`config.mk`:
```
export PLATFORM = sky130hd
export DESIGN_NAME = power_ease_interpolator
export DESIGN_NICKNAME = d
export VERILOG_FILES = /design/src/hdl/pei_pkg.sv /design/src/hdl/pei_mul.sv /design/src/hdl/pei_divsqrt.sv /design/src/hdl/power_ease_interpolator.sv
export SDC_FILE = /design/constraint.sdc
export NUM_CORES = 2
export LEC_CHECK = 0
export CORE_UTILIZATION = 50
export CTS_CLUSTER_SIZE = 12
export DETAILED_ROUTE_END_ITERATION = 6
export DONT_BUFFER_PORTS = 1
export PLACE_DENSITY = 0.72
export SETUP_SLACK_MARGIN = 0.3
export SYNTH_ARGS = -nofsm -noshare
export SYNTH_HDL_FRONTEND = slang
export SYNTH_SLANG_ARGS = --single-unit
```
`constraint.sdc`:
```
create_clock -name clk_i -period 9.68 [get_ports clk_i]
set_clock_uncertainty 0.1 [all_clocks]
set_input_delay 1.452 -clock clk_i [delete_from_list [all_inputs] [get_ports clk_i]]
set_output_delay 1.452 -clock clk_i [all_outputs]
set_load 0.03 [all_outputs]
```
`src/hdl/pei_pkg.sv`:
```
`timescale 1ns / 1ps
`default_nettype none
package pei_pkg;

  localparam int FRAC_BITS     = 16;
  localparam int TIME_BITS_DEF = 24;
  localparam int DATA_W        = 32;
  localparam int DUR_W         = 24;
  localparam int EXP_W         = 12;
  localparam int DT_W          = 16;
  localparam int CFG_IDX_W     = 3;

  localparam logic [FRAC_BITS:0] ONE_FX  = (FRAC_BITS+1)'(1) << FRAC_BITS;
  localparam logic [FRAC_BITS:0] HALF_FX = (FRAC_BITS+1)'(1) << (FRAC_BITS - 1);

  typedef enum logic [CFG_IDX_W-1:0] {
    CFG_START    = 3'd0,
    CFG_TARGET   = 3'd1,
    CFG_MODE     = 3'd2,
    CFG_EXPONENT = 3'd3,
    CFG_DURATION = 3'd4
  } cfg_idx_e;

  typedef enum logic [1:0] {
    OP_TICK  = 2'd0,
    OP_BEGIN = 2'd1,
    OP_PAUSE = 2'd2,
    OP_STOP  = 2'd3
  } op_e;

  typedef enum logic [1:0] {
    MODE_IN    = 2'd0,
    MODE_OUT   = 2'd1,
    MODE_INOUT = 2'd2
  } mode_e;

  typedef enum logic [3:0] {
    ST_IDLE,
    ST_DIV,
    ST_POW_INT,
    ST_INT_WAIT,
    ST_FRAC,
    ST_SQRT,
    ST_FRAC_WAIT,
    ST_CURVE,
    ST_OUT_MUL,
    ST_OUT
  } state_e;

  typedef struct packed {
    op_e              operation;
    logic [DT_W-1:0]  delta_time;
  } in_req_t;

  typedef struct packed {
    logic signed [DATA_W-1:0] eased_value;
    logic [FRAC_BITS:0]       eased_fraction;
    logic                     running;
  } out_rsp_t;

  typedef struct packed {
    logic start;
    logic is_sqrt;
  } ds_ctrl_t;

  typedef struct packed {
    logic done;
  } ds_stat_t;

endpackage
`default_nettype wire

```
`src/hdl/pei_mul.sv`:
```
`timescale 1ns / 1ps
`default_nettype none
module pei_mul (
  input  wire logic                                   clk_i,
  input  wire logic                                   go_i,
  input  wire logic signed [pei_pkg::DATA_W:0]        a_i,
  input  wire logic signed [pei_pkg::FRAC_BITS+1:0]   b_i,
  output logic signed [pei_pkg::DATA_W+pei_pkg::FRAC_BITS+2:0] p_o
);
  import pei_pkg::*;

  logic signed [DATA_W+FRAC_BITS+2:0] p_q;

  // hold the product until the next issue
  always_ff @(posedge clk_i) begin
    if (go_i) begin
      p_q <= a_i * b_i;
    end
  end

  assign p_o = p_q;
endmodule
`default_nettype wire

```
`src/hdl/pei_divsqrt.sv`:
```
`timescale 1ns / 1ps
`default_nettype none
module pei_divsqrt #(
  parameter int TIME_BITS = pei_pkg::TIME_BITS_DEF
) (
  input  wire logic                        clk_i,
  input  wire logic                        rst_ni,
  input  wire pei_pkg::ds_ctrl_t           ctrl_i,
  input  wire logic [TIME_BITS-1:0]        dividend_i,
  input  wire logic [TIME_BITS-1:0]        divisor_i,
  input  wire logic [pei_pkg::FRAC_BITS:0] radicand_i,
  output pei_pkg::ds_stat_t                stat_o,
  output logic [pei_pkg::FRAC_BITS:0]      result_o
);
  import pei_pkg::*;

  localparam int RW   = (TIME_BITS + 2 > FRAC_BITS + 5) ? TIME_BITS + 2 : FRAC_BITS + 5;
  localparam int SW   = 2 * FRAC_BITS + 2;
  localparam int CW   = $clog2(FRAC_BITS + 2);
  localparam logic [CW-1:0] LAST = CW'(FRAC_BITS);

  logic                 busy_q, busy_d, done_q, done_d, sqrt_q, sqrt_d;
  logic [CW-1:0]        cnt_q, cnt_d;
  logic [RW-1:0]        rem_q, rem_d;
  logic [SW-1:0]        src_q, src_d;
  logic [TIME_BITS-1:0] den_q, den_d;
  logic [FRAC_BITS:0]   res_q, res_d;

  logic [RW-1:0] opa, opb, dif, kept;
  logic          ge;

  // one shared compare and subtract: divisor for division, trial root for sqrt
  always_comb begin
    if (sqrt_q) begin
      opa = {rem_q[RW-3:0], src_q[SW-1:SW-2]};
      opb = RW'({res_q, 2'b01});
    end else begin
      opa = rem_q;
      opb = RW'(den_q);
    end
    ge   = (opa >= opb);
    dif  = opa - opb;
    kept = ge ? dif : opa;
  end

  always_comb begin
    busy_d = busy_q;
    done_d = 1'b0;
    sqrt_d = sqrt_q;
    cnt_d  = cnt_q;
    rem_d  = rem_q;
    src_d  = src_q;
    den_d  = den_q;
    res_d  = res_q;
    if (ctrl_i.start) begin
      busy_d = 1'b1;
      sqrt_d = ctrl_i.is_sqrt;
      cnt_d  = '0;
      res_d  = '0;
      den_d  = divisor_i;
      src_d  = {1'b0, radicand_i, {FRAC_BITS{1'b0}}};
      rem_d  = ctrl_i.is_sqrt ? '0 : RW'(dividend_i);
    end else if (busy_q) begin
      res_d = {res_q[FRAC_BITS-1:0], ge};
      if (sqrt_q) begin
        rem_d = kept;
        src_d = {src_q[SW-3:0], 2'b00};
      end else begin
        rem_d = {kept[RW-2:0], 1'b0};
      end
      cnt_d = cnt_q + CW'(1);
      if (cnt_q == LAST) begin
        busy_d = 1'b0;
        done_d = 1'b1;
      end
    end
  end

  always_ff @(posedge clk_i or negedge rst_ni) begin
    if (!rst_ni) begin
      busy_q <= 1'b0;
      done_q <= 1'b0;
    end else begin
      busy_q <= busy_d;
      done_q <= done_d;
    end
  end

  always_ff @(posedge clk_i) begin
    sqrt_q <= sqrt_d;
    cnt_q  <= cnt_d;
    rem_q  <= rem_d;
    src_q  <= src_d;
    den_q  <= den_d;
    res_q  <= res_d;
  end

  assign stat_o.done = done_q;
  assign result_o    = res_q;
endmodule
`default_nettype wire

```
`src/hdl/power_ease_interpolator.sv`:
```
// Begin, pause, stop, an idle tick or an undefined curve mode go straight to the output multiply; a
// running tick first runs the divide and curve setup, one multiply per integer exponent unit and a
// square root per fraction bit down to the last set one, plus a multiply when that bit is set.
// Throughput: one request at a time; the next is taken once the result is loaded into the result register.
// Reset: asynchronous, active low; run idle, configuration registers at their defaults, datapath and result not reset.
`timescale 1ns / 1ps
`default_nettype none
module power_ease_interpolator #(
  parameter int TIME_BITS = pei_pkg::TIME_BITS_DEF
) (
  input  wire logic                            clk_i,
  input  wire logic                            rst_ni,
  input  wire logic                            cfg_we_i,
  input  wire logic [pei_pkg::CFG_IDX_W-1:0]   cfg_idx_i,
  input  wire logic [pei_pkg::DATA_W-1:0]      cfg_wdata_i,
  input  wire logic                            in_valid_i,
  output logic                                 in_ready_o,
  input  wire pei_pkg::in_req_t                in_req_i,
  output logic                                 out_valid_o,
  input  wire logic                            out_ready_i,
  output pei_pkg::out_rsp_t                    out_rsp_o
);
  import pei_pkg::*;

  localparam int SUMW = ((TIME_BITS > DT_W) ? TIME_BITS : DT_W) + 1;
  localparam logic [32:0] TMAX = (33'(1) << TIME_BITS) - 33'(1);
  localparam int PW = DATA_W + FRAC_BITS + 3;

  // configuration
  logic signed [DATA_W-1:0] start_q, target_q;
  logic [1:0]               mode_q;
  logic [EXP_W-1:0]         exp_q;
  logic [DUR_W-1:0]         dur_q;

  always_ff @(posedge clk_i or negedge rst_ni) begin
    if (!rst_ni) begin
      start_q  <= '0;
      target_q <= '0;
      mode_q   <= MODE_OUT;
      exp_q    <= EXP_W'(512);
      dur_q    <= DUR_W'(65536);
    end else if (cfg_we_i) begin
      unique case (cfg_idx_i)
        CFG_START:    start_q  <= cfg_wdata_i;
        CFG_TARGET:   target_q <= cfg_wdata_i;
        CFG_MODE:     mode_q   <= cfg_wdata_i[1:0];
        CFG_EXPONENT: exp_q    <= cfg_wdata_i[EXP_W-1:0];
        CFG_DURATION: dur_q    <= cfg_wdata_i[DUR_W-1:0];
        default: ;
      endcase
    end
  end

  // run state and sequencer registers
  state_e               state_q, state_d;
  logic [TIME_BITS-1:0] elapsed_q;
  logic                 active_q;
  logic [FRAC_BITS:0]   frac_q, x_q, r_q, s_q;
  logic [3:0]           cnt_q;
  logic [2:0]           k_q;
  logic                 upper_q, out_valid_q, out_valid_d;
  out_rsp_t             out_q;

  // effective duration and elapsed update
  logic [TIME_BITS-1:0] deff, el_new;
  logic [SUMW-1:0]      sum;
  logic                 act_new;
  always_comb begin
    if (dur_q == '0) begin
      deff = TIME_BITS'(1);
    end else if ({9'b0, dur_q} > TMAX) begin
      deff = TMAX[TIME_BITS-1:0];
    end else begin
      deff = TIME_BITS'({9'b0, dur_q});
    end
    sum     = SUMW'(elapsed_q) + SUMW'(in_req_i.delta_time);
    act_new = active_q;
    if (elapsed_q < deff) begin
      el_new = (sum > SUMW'(deff)) ? deff : TIME_BITS'(sum);
    end else begin
      el_new  = deff;
      act_new = 1'b0;
    end
  end

  // shared units
  ds_ctrl_t             ds_ctrl;
  ds_stat_t             ds_stat;
  logic [FRAC_BITS:0]   ds_res;
  logic                 mul_go;
  logic signed [DATA_W:0]      mul_a;
  logic signed [FRAC_BITS+1:0] mul_b;
  logic signed [PW-1:0]        mul_p;

  pei_divsqrt #(.TIME_BITS(TIME_BITS)) u_divsqrt (
    .clk_i      (clk_i),
    .rst_ni     (rst_ni),
    .ctrl_i     (ds_ctrl),
    .dividend_i (el_new),
    .divisor_i  (deff),
    .radicand_i (s_q),
    .stat_o     (ds_stat),
    .result_o   (ds_res)
  );

  pei_mul u_mul (
    .clk_i (clk_i),
    .go_i  (mul_go),
    .a_i   (mul_a),
    .b_i   (mul_b),
    .p_o   (mul_p)
  );

  logic [FRAC_BITS:0] curve_prod;
  assign curve_prod = mul_p[2*FRAC_BITS:FRAC_BITS];

  logic [8:0] kmask;
  logic [7:0] frac_left;
  assign kmask     = (9'd1 << (4'(k_q) + 4'd1)) - 9'd1;
  assign frac_left = exp_q[7:0] & kmask[7:0];

  logic running_tick;
  assign running_tick = (in_req_i.operation == OP_TICK) && active_q;

  // sequencer
  always_comb begin
    state_d         = state_q;
    ds_ctrl.start   = 1'b0;
    ds_ctrl.is_sqrt = 1'b0;
    mul_go          = 1'b0;
    mul_a           = (DATA_W+1)'(r_q);
    mul_b           = {1'b0, x_q};
    // the result register stays full until taken, and loads in ST_OUT
    out_valid_d     = (state_q == ST_OUT) || (out_valid_q && !out_ready_i);
    unique case (state_q)
      ST_IDLE: begin
        if (in_valid_i) begin
          if (running_tick && (mode_q <= MODE_INOUT)) begin
            ds_ctrl.start = 1'b1;
            state_d       = ST_DIV;
          end else begin
            state_d = ST_OUT_MUL;
          end
        end
      end
      ST_DIV: begin
        if (ds_stat.done) state_d = ST_POW_INT;
      end
      ST_POW_INT: begin
        if (cnt_q != '0) begin
          mul_go  = 1'b1;
          state_d = ST_INT_WAIT;
        end else begin
          state_d = ST_FRAC;
        end
      end
      ST_INT_WAIT: state_d = ST_POW_INT;
      ST_FRAC: begin
        if (frac_left == '0) begin
          state_d = ST_CURVE;
        end else begin
          ds_ctrl.start   = 1'b1;
          ds_ctrl.is_sqrt = 1'b1;
          state_d         = ST_SQRT;
        end
      end
      ST_SQRT: begin
        if (ds_stat.done) begin
          if (exp_q[k_q]) begin
            mul_go  = 1'b1;
            mul_b   = {1'b0, ds_res};
            state_d = ST_FRAC_WAIT;
          end else begin
            state_d = (k_q == '0) ? ST_CURVE : ST_FRAC;
          end
        end
      end
      ST_FRAC_WAIT: state_d = (k_q == '0) ? ST_CURVE : ST_FRAC;
      ST_CURVE:     state_d = ST_OUT_MUL;
      ST_OUT_MUL: begin
        mul_go  = 1'b1;
        mul_a   = (DATA_W+1)'(target_q) - (DATA_W+1)'(start_q);
        mul_b   = {1'b0, frac_q};
        state_d = ST_OUT;
      end
      ST_OUT: begin
        if (!out_valid_q || out_ready_i) state_d = ST_IDLE;
      end
      default: state_d = ST_IDLE;
    endcase
  end

  // result value: start + floor(diff * p / ONE), saturated
  logic signed [PW-FRAC_BITS-1:0] q_sh;
  logic signed [DATA_W+3:0]       v_sum;
  logic signed [DATA_W-1:0]       v_sat;
  always_comb begin
    q_sh  = mul_p[PW-1:FRAC_BITS];
    v_sum = (DATA_W+4)'(start_q) + (DATA_W+4)'(q_sh);
    if (v_sum[DATA_W+3:DATA_W-1] != '0 && v_sum[DATA_W+3:DATA_W-1] != '1) begin
      v_sat = v_sum[DATA_W+3] ? {1'b1, {(DATA_W-1){1'b0}}} : {1'b0, {(DATA_W-1){1'b1}}};
    end else begin
      v_sat = v_sum[DATA_W-1:0];
    end
  end

  // curve fixup
  logic [FRAC_BITS:0] p_curve, x_new;
  always_comb begin
    case (mode_q)
      MODE_IN:  p_curve = r_q;
      MODE_OUT: p_curve = ONE_FX - r_q;
      default:  p_curve = upper_q ? ONE_FX - (r_q >> 1) : (r_q >> 1);
    endcase
    case (mode_q)
      MODE_IN:  x_new = ds_res;
      MODE_OUT: x_new = ONE_FX - ds_res;
      default:  x_new = (ds_res > HALF_FX) ? ((ONE_FX - ds_res) << 1) : (ds_res << 1);
    endcase
  end

  always_ff @(posedge clk_i or negedge rst_ni) begin
    if (!rst_ni) begin
      state_q     <= ST_IDLE;
      elapsed_q   <= '0;
      active_q    <= 1'b0;
      frac_q      <= '0;
      out_valid_q <= 1'b0;
    end else begin
      state_q     <= state_d;
      out_valid_q <= out_valid_d;
      case (state_q)
        ST_IDLE: begin
          if (in_valid_i) begin
            unique case (in_req_i.operation)
              OP_TICK: begin
                if (active_q) begin
                  elapsed_q <= el_new;
                  active_q  <= act_new;
                end
              end
              OP_BEGIN: begin
                elapsed_q <= '0;
                frac_q    <= '0;
                active_q  <= 1'b1;
              end
              OP_PAUSE: active_q <= 1'b0;
              OP_STOP: begin
                active_q  <= 1'b0;
                elapsed_q <= '0;
                frac_q    <= '0;
              end
              default: ;
            endcase
          end
        end
        ST_CURVE: frac_q <= (p_curve > ONE_FX) ? ONE_FX : p_curve;
        default: ;
      endcase
    end
  end

  // datapath registers
  always_ff @(posedge clk_i) begin
    case (state_q)
      ST_DIV: begin
        if (ds_stat.done) begin
          x_q     <= x_new;
          upper_q <= ds_res > HALF_FX;
          r_q     <= ONE_FX;
          cnt_q   <= exp_q[11:8];
        end
      end
      ST_POW_INT: begin
        if (cnt_q == '0) begin
          s_q <= x_q;
          k_q <= 3'd7;
        end
      end
      ST_INT_WAIT: begin
        r_q   <= curve_prod;
        cnt_q <= cnt_q - 4'd1;
      end
      ST_SQRT: begin
        if (ds_stat.done) begin
          s_q <= ds_res;
          if (!exp_q[k_q] && k_q != '0) k_q <= k_q - 3'd1;
        end
      end
      ST_FRAC_WAIT: begin
        r_q <= curve_prod;
        if (k_q != '0) k_q <= k_q - 3'd1;
      end
      ST_OUT: begin
        if (!out_valid_q || out_ready_i) begin
          out_q.eased_value    <= v_sat;
          out_q.eased_fraction <= frac_q;
          out_q.running        <= active_q;
        end
      end
      default: ;
    endcase
  end

  assign in_ready_o  = (state_q == ST_IDLE);
  assign out_valid_o = out_valid_q;
  assign out_rsp_o   = out_q;
endmodule
`default_nettype wire

```
Word level (Yosys, flattened, before mapping)
Index checks and enable logic that the tools add are counted.
{ "totals": {"ff_bits": 402, "output_inout_bits": 52, "word_cells": 199, "in_bits": 58} }
{ "classes": {"bitwise": 1, "n_addsub": 12, "multipliers": 1, "order_cmp": 7, "shift": 1, "mux": 71, "n_eq_ne": 28, "reduce_logical": 49} }
{ "ops": {"columns": ["cell", "count"], "rows": [
  ["case mux 17 bit (2 select lines)", 6],
  ["two-way mux 17 bit", 10],
  ["two-way mux 24 bit", 6],
  ["two-way mux 33 bit", 4],
  ["two-way mux 26 bit", 5],
  ["two-way mux 32 bit", 2],
  ["multiplier 33 x 18 -> 51 bit", 1],
  ["case mux 24 bit (2 select lines)", 1],
  ["case mux 4 bit (10 select lines)", 1],
  ["adder 32 x 35 -> 36 bit", 1],
  ["subtractor 17 bit, first input constant", 2],
  ["subtractor 32 x 32 -> 33 bit", 1],
  [">= comparator 26 x 24 -> 1 bit", 1],
  ["subtractor 26 x 24 -> 26 bit", 1],
  ["adder 24 x 16 -> 25 bit", 1],
  ["> comparator 25 x 24 -> 1 bit", 1],
  ["zero test 24 bit", 1],
  ["< comparator 24 bit", 1],
  ["two-way mux 4 bit", 6],
  ["AND reduction 2 bit", 12],
  ["> comparator 17 x 16 -> 1 bit, second input constant", 1],
  ["> comparator 17 bit, second input constant", 1],
  ["subtractor 17 x 16 -> 17 bit, first input constant", 1],
  ["equality test 4 x 3 -> 1 bit, second input constant", 4],
  ["other kinds (44)", 99]
]} }

Depth between registers and ports, before layout
{ "logic_depth": {"ltp_word": 9, "ltp_mapped": 38, "mapped_depth_nobuf": 37} }

Modules after synthesis
Synthesis repeated with hierarchy kept, for this count alone.
{ "unflattened": {"cells_unflattened": 5013, "hier_area_um2": 46692.3} }
{ "by_module_without_submodules": {"columns": ["mod", "area_per_inst_um2", "seq_area_each_um2", "n_inst", "cells_per_inst"], "rows": [
  ["pei_mul", 22071.2, 1531.5, 1, 2391],
  ["power_ease_interpolator", 18664.2, 7005.5, 1, 2030],
  ["pei_divsqrt", 5957.0, 2552.4, 1, 592]
]} }

Least setup slack after synthesis
OpenSTA, ideal clock, no wires.
{ "synth_path": {"kind": "register to register", "start": "register state_q[1]", "end": "register u_mul.p_q[50], in the netlist u_mul.p_o[50] (data pin)", "setup_ps": 259, "synth_period_minus_slack_ps": 8671, "path_stages_with_launch": 32, "path_slack_ps": 1009, "arrival_time_ps": 8312, "n_path_buf": 4, "required_ps": 9321, "cell_sequence": "dfrtp_1 > clkbuf_1 > clkinv_1 > nand2_1 > nor2_1 > and3_1 > buf_1 > buf_1 > a221o_1 > clkbuf_1 > nand2_1 > fa_1 > inv_1 > fa_1 > inv_1 > fa_1 > inv_1 > fa_1 > inv_1 > fa_1 > inv_1 > fa_1 > ha_1 > nand3_1 > o31a_1 > o21bai_1 > nor4_1 > o41ai_1 > a21oi_1 > o31ai_1 > a21oi_1 > xnor2_1"} }
{ "synth_between": {"elab_chain_len": 3, "word_cells_on_any_way": 5, "classes_between": "mul (1); eq/ne (2); mux (2)"} }
{ "synth_rtl": {"columns": ["item", "line_no", "source"], "rows": [
  ["start, declared", "power_ease_interpolator.sv:55", "state_e state_q, state_d;"],
  ["start signal, assigned", "power_ease_interpolator.sv:230", "state_q <= state_d;"],
  ["equality test 4 bit / equality test 4 x 3 -> 1 bit (equally long branches)", "power_ease_interpolator.sv:135", "unique case (state_q)"],
  ["case mux 17 bit (2 select lines) / two-way mux 33 bit (equally long branches)", "power_ease_interpolator.sv:135", null],
  ["multiplier 33 x 18 -> 51 bit *", "pei_mul.sv:17", "p_q <= a_i * b_i;"],
  ["end signal, assigned", "pei_mul.sv:17", null],
  ["end, declared", "pei_mul.sv:12", "logic signed [DATA_W+FRAC_BITS+2:0] p_q;"]
]} }
Every way passes the cells marked *; elsewhere a longest branch is shown, timed or not.
A chain may end at the register's enable or synchronous reset.

Worst setup path in the final report
{ "layout_path": {"start": "register k_q[0]", "end": "register u_mul.p_q[50], in the netlist u_mul.p_o[50] (data pin)"} }
{ "layout_between": {"elab_chain_len": 6} }
{ "layout_rtl": {"columns": ["item", "line_no", "source"], "rows": [
  ["start, declared", "power_ease_interpolator.sv:60", "logic [2:0] k_q;"],
  ["start signal, assigned", "power_ease_interpolator.sv:287", "if (!exp_q[k_q] && k_q != '0) k_q <= k_q - 3'd1;"],
  ["start signal, assigned", "power_ease_interpolator.sv:292", "if (k_q != '0) k_q <= k_q - 3'd1;"],
  ["binary-select mux 1 bit (select 3 bit)", "power_ease_interpolator.sv:169", "if (exp_q[k_q]) begin"],
  ["two-way mux 1 bit (implied by the code)", "power_ease_interpolator.sv:169", null],
  ["two-way mux 17 bit", "power_ease_interpolator.sv:169", null],
  ["two-way mux 17 bit", "power_ease_interpolator.sv:168", "if (ds_stat.done) begin"],
  ["case mux 17 bit (2 select lines)", "power_ease_interpolator.sv:135", null],
  ["multiplier 33 x 18 -> 51 bit", "pei_mul.sv:17", null]
]} }
No other way between the ends. The select of a mux whose other input is x is not followed.

==> results.toml <==
[worst_setup_path]
worstPathArrival_ns = 9.35
cp.required_ns = 9.91
slowest_stage = "a221o_1"
path_common_cell = "fa_1"
worst-setup-path-type = "reg2reg"
cpPeakStageDelay_ns = 0.65
worst_setup_path_end_kind = "flip-flop"
cp_max_fo = 18
worstSetupStartpointType = "flip-flop"

[timing]
fin_setup_tns_ns = 0
finalHoldViolations = 0
period_minus_slack_ns = 9.12
tightest_slew_ns = 1.18
maxSlewViolCount = 0
rsz0062_at_grt = "yes"
fmax_mhz = 110
slew-limit-headroom_pct = 21.2
finalCritPeriodShare_pct = 94.2
setup_viol_count_final = 0

[route]
drt-initial-drc-count = 2906
via_count = 33700
drt_wl_total_um = 125000
route.detailed.drc = 1
viasPerCell = 5.76
wl_per_cell_um = 21.4
antenna_left = 0
first_pass_iters = 7

[placement]
place_area_sq_mm = 0.0450
routabilityCongestion = 0.976
placed_cells = 5766
place_hpwl_um = 99800
port_buffers = 0

[cts]
clk_latency_ns = 0.59
numCtsBuffers = 41
cts_tree = "built"
clkSinkCount = 386
cts_buffer_depth = 3
cts_hold_buf = 0
cts-root-buf = "clkbuf_16"
path_clk_slew_ns = 0.06
htree_num_levels = 2

[finish]
multi_input_area_sq_mm = 0.0295
final_cells = 5845
drive_gt1_share_pct = 7.47
postLayoutCellArea_sq_mm = 0.0465
seq_area_sq_mm = 0.0106
fin_nets = 5548
post-route-util_pct = 54.4
nFillCells = 7649
area_growth_pct = 7.17

[run_status]
violations = "DRC"
outcome = "finished, violations left"

[global_route]
overflow = 0
antenna_found_initial = 5
grt_max_degree = 152
grtUsageTotal_pct = 29.2
grt_pass1_vias = 34300
grt_pass1_wl_um = 195000

[die]
dieArea_sq_mm = 0.0880
die_w_um = 297
row_count = 107
start_util_pct = 50.8
io_pins = 110
dieHeight_um = 297
core-area_sq_mm = 0.0855

[run]
maxCapViolCount = 0

[synth]
ys_seq_elements = 386
synth_top_area_share_pct = 24.8
yosysWarnings = 0
avgSynthCellArea_sq_um = 9.17
synth_common_cells = "inv_1 (736), nand2_1 (686), fa_1 (538)"
yosysMostFrequentCell = "inv_1"
yosysSeqAreaShare_pct = 24.4
async_reset_ff_share_pct = 39.1
synth_top_cell_by_area = "fa_1"
ys.flop_type = "edfxtp_1"
synth-edff-count = 212
synthTopCellsByArea = "fa_1 (25%), edfxtp_1 (15%), dfrtp_1 (8.5%)"
syn_nets = 5615
ys_types = 88
syn_inst = 4733
syn_area_sq_mm = 0.0434

[hold_path]
hp-class = "reg2reg"
[layout by cell type, fill, tap and decap left out, types with 67 or more instances in the layout]
master	netlist	routed
buf_4	1	118
dfrtp_1	148	147
nand2_1	686	676
and2_1	84	83
xnor2_1	133	129
edfxtp_1	212	212
fa_1	538	538
a21o_1	88	88
ha_1	286	285
inv_1	736	736
mux2_2	86	86
o21ai_0	196	189
mux2i_1	68	67
nor2_1	332	330
xor2_1	83	82
a21oi_1	183	178
[final timing paths]
kind | endpoint | slack, ns | cells past startpoint | from
setup / recovery | u_mul.p_o[50]$_DFFE_PP_ | 0.56 | 30 | k_q[0]$_SDFFCE_PP1P_
hold / removal | u_divsqrt.den_q[21]$_DFFE_PP_ | 0.38 | 0 | dur_q[21]$_DFFE_PN0P_
setup reg to reg | u_mul.p_o[50]$_DFFE_PP_ | 0.56 | 30 | k_q[0]$_SDFFCE_PP1P_
hold reg to reg | u_divsqrt.den_q[21]$_DFFE_PP_ | 0.38 | 0 | dur_q[21]$_DFFE_PN0P_
max in group asynchronous | exp_q[9]$_DFFE_PN1P_ | 8.70 | 0 | rst_ni
min in group asynchronous | elapsed_q[3]$_DFFE_PN0P_ | 0.44 | 0 | rst_ni
[layout make-up]
type	instances	area share, %
Antenna cell	2	0.0108
Sequential cell	386	22.8
Tap cell	1144	3.08
Multi-Input combinational cell	3379	63.4
Clock inverter	7	0.134
Timing Repair Buffer	119	1.95
Inverter	739	5.96
Clock buffer	69	2.70
[critical path: cells and delay by family (launching register included)]
kind	cells	cell delay (ns)
AO/OA/AOI/OAI	7	2.36
XOR/XNOR	1	0.13
adder cells (fa/ha/maj)	7	3.42
buffers and inverters	7	0.74
flip-flops	1	0.54
multiplexers	1	0.62
AND/OR/NAND/NOR	7	0.96
[state kept, by name (all words and copies together), names as in the netlist, 18 cells and up]
register,flops
dur_q,24
elapsed_q,24
out_rsp_o,50
start_q,32
target_q,32
u_divsqrt.den_q,24
u_divsqrt.rem_q,26
u_divsqrt.src_q,18
u_mul.p_o,35
[per-stage QoR]
stage	worst slack, ns	hold slack, ns
6_report	0.559	0.377
5_1_grt	0.175	0.409
4_1_cts	0.310	0.377
3_5_place_dp	0.171	0.364
3_3_place_gp	0.258	0.358
2_1_floorplan	1.01	0.325
[metal layers]
metal  vias up  GRT usage, %  wire, um
met5         -             0         8
met4         2          14.3      6940
met3       349          4.80      9670
met2      1292          49.0     60100
met1     16800          36.5     48500
li1      15200             -         -
[kinds of logic (layout without fill, tap and decap cells)]
kind of cell | Yosys count | after routing | share of synthesized area (%)
DFF | 386 | 386 | 24.4
AOI/OAI and AO/OA | 779 | 779 | 11.4
and+or+nand+nor | 1399 | 1399 | 14.2
muxes | 160 | 160 | 4.11
buffers and inverters | 968 | 934 | 8.44
adders and majority gates | 824 | 824 | 33.0
xor gates and xnor gates | 217 | 217 | 4.39
other | 0 | 2 | 0
[what timing repair did]
| item | in CTS | in global routing |
|---|---|---|
| setup buffers | 1 | 0 |
| resized for setup | 6 | 50 |
| endpoints found under the hold margin | 0 | 0 |
| pin swaps | 1 | 7 |
| setup endpoints to repair | 7 | 14 |
| cloned | 0 | 0 |
Power is not shown: default switching activity piles up to over one toggle a cycle in this logic, so the estimate is an artifact.
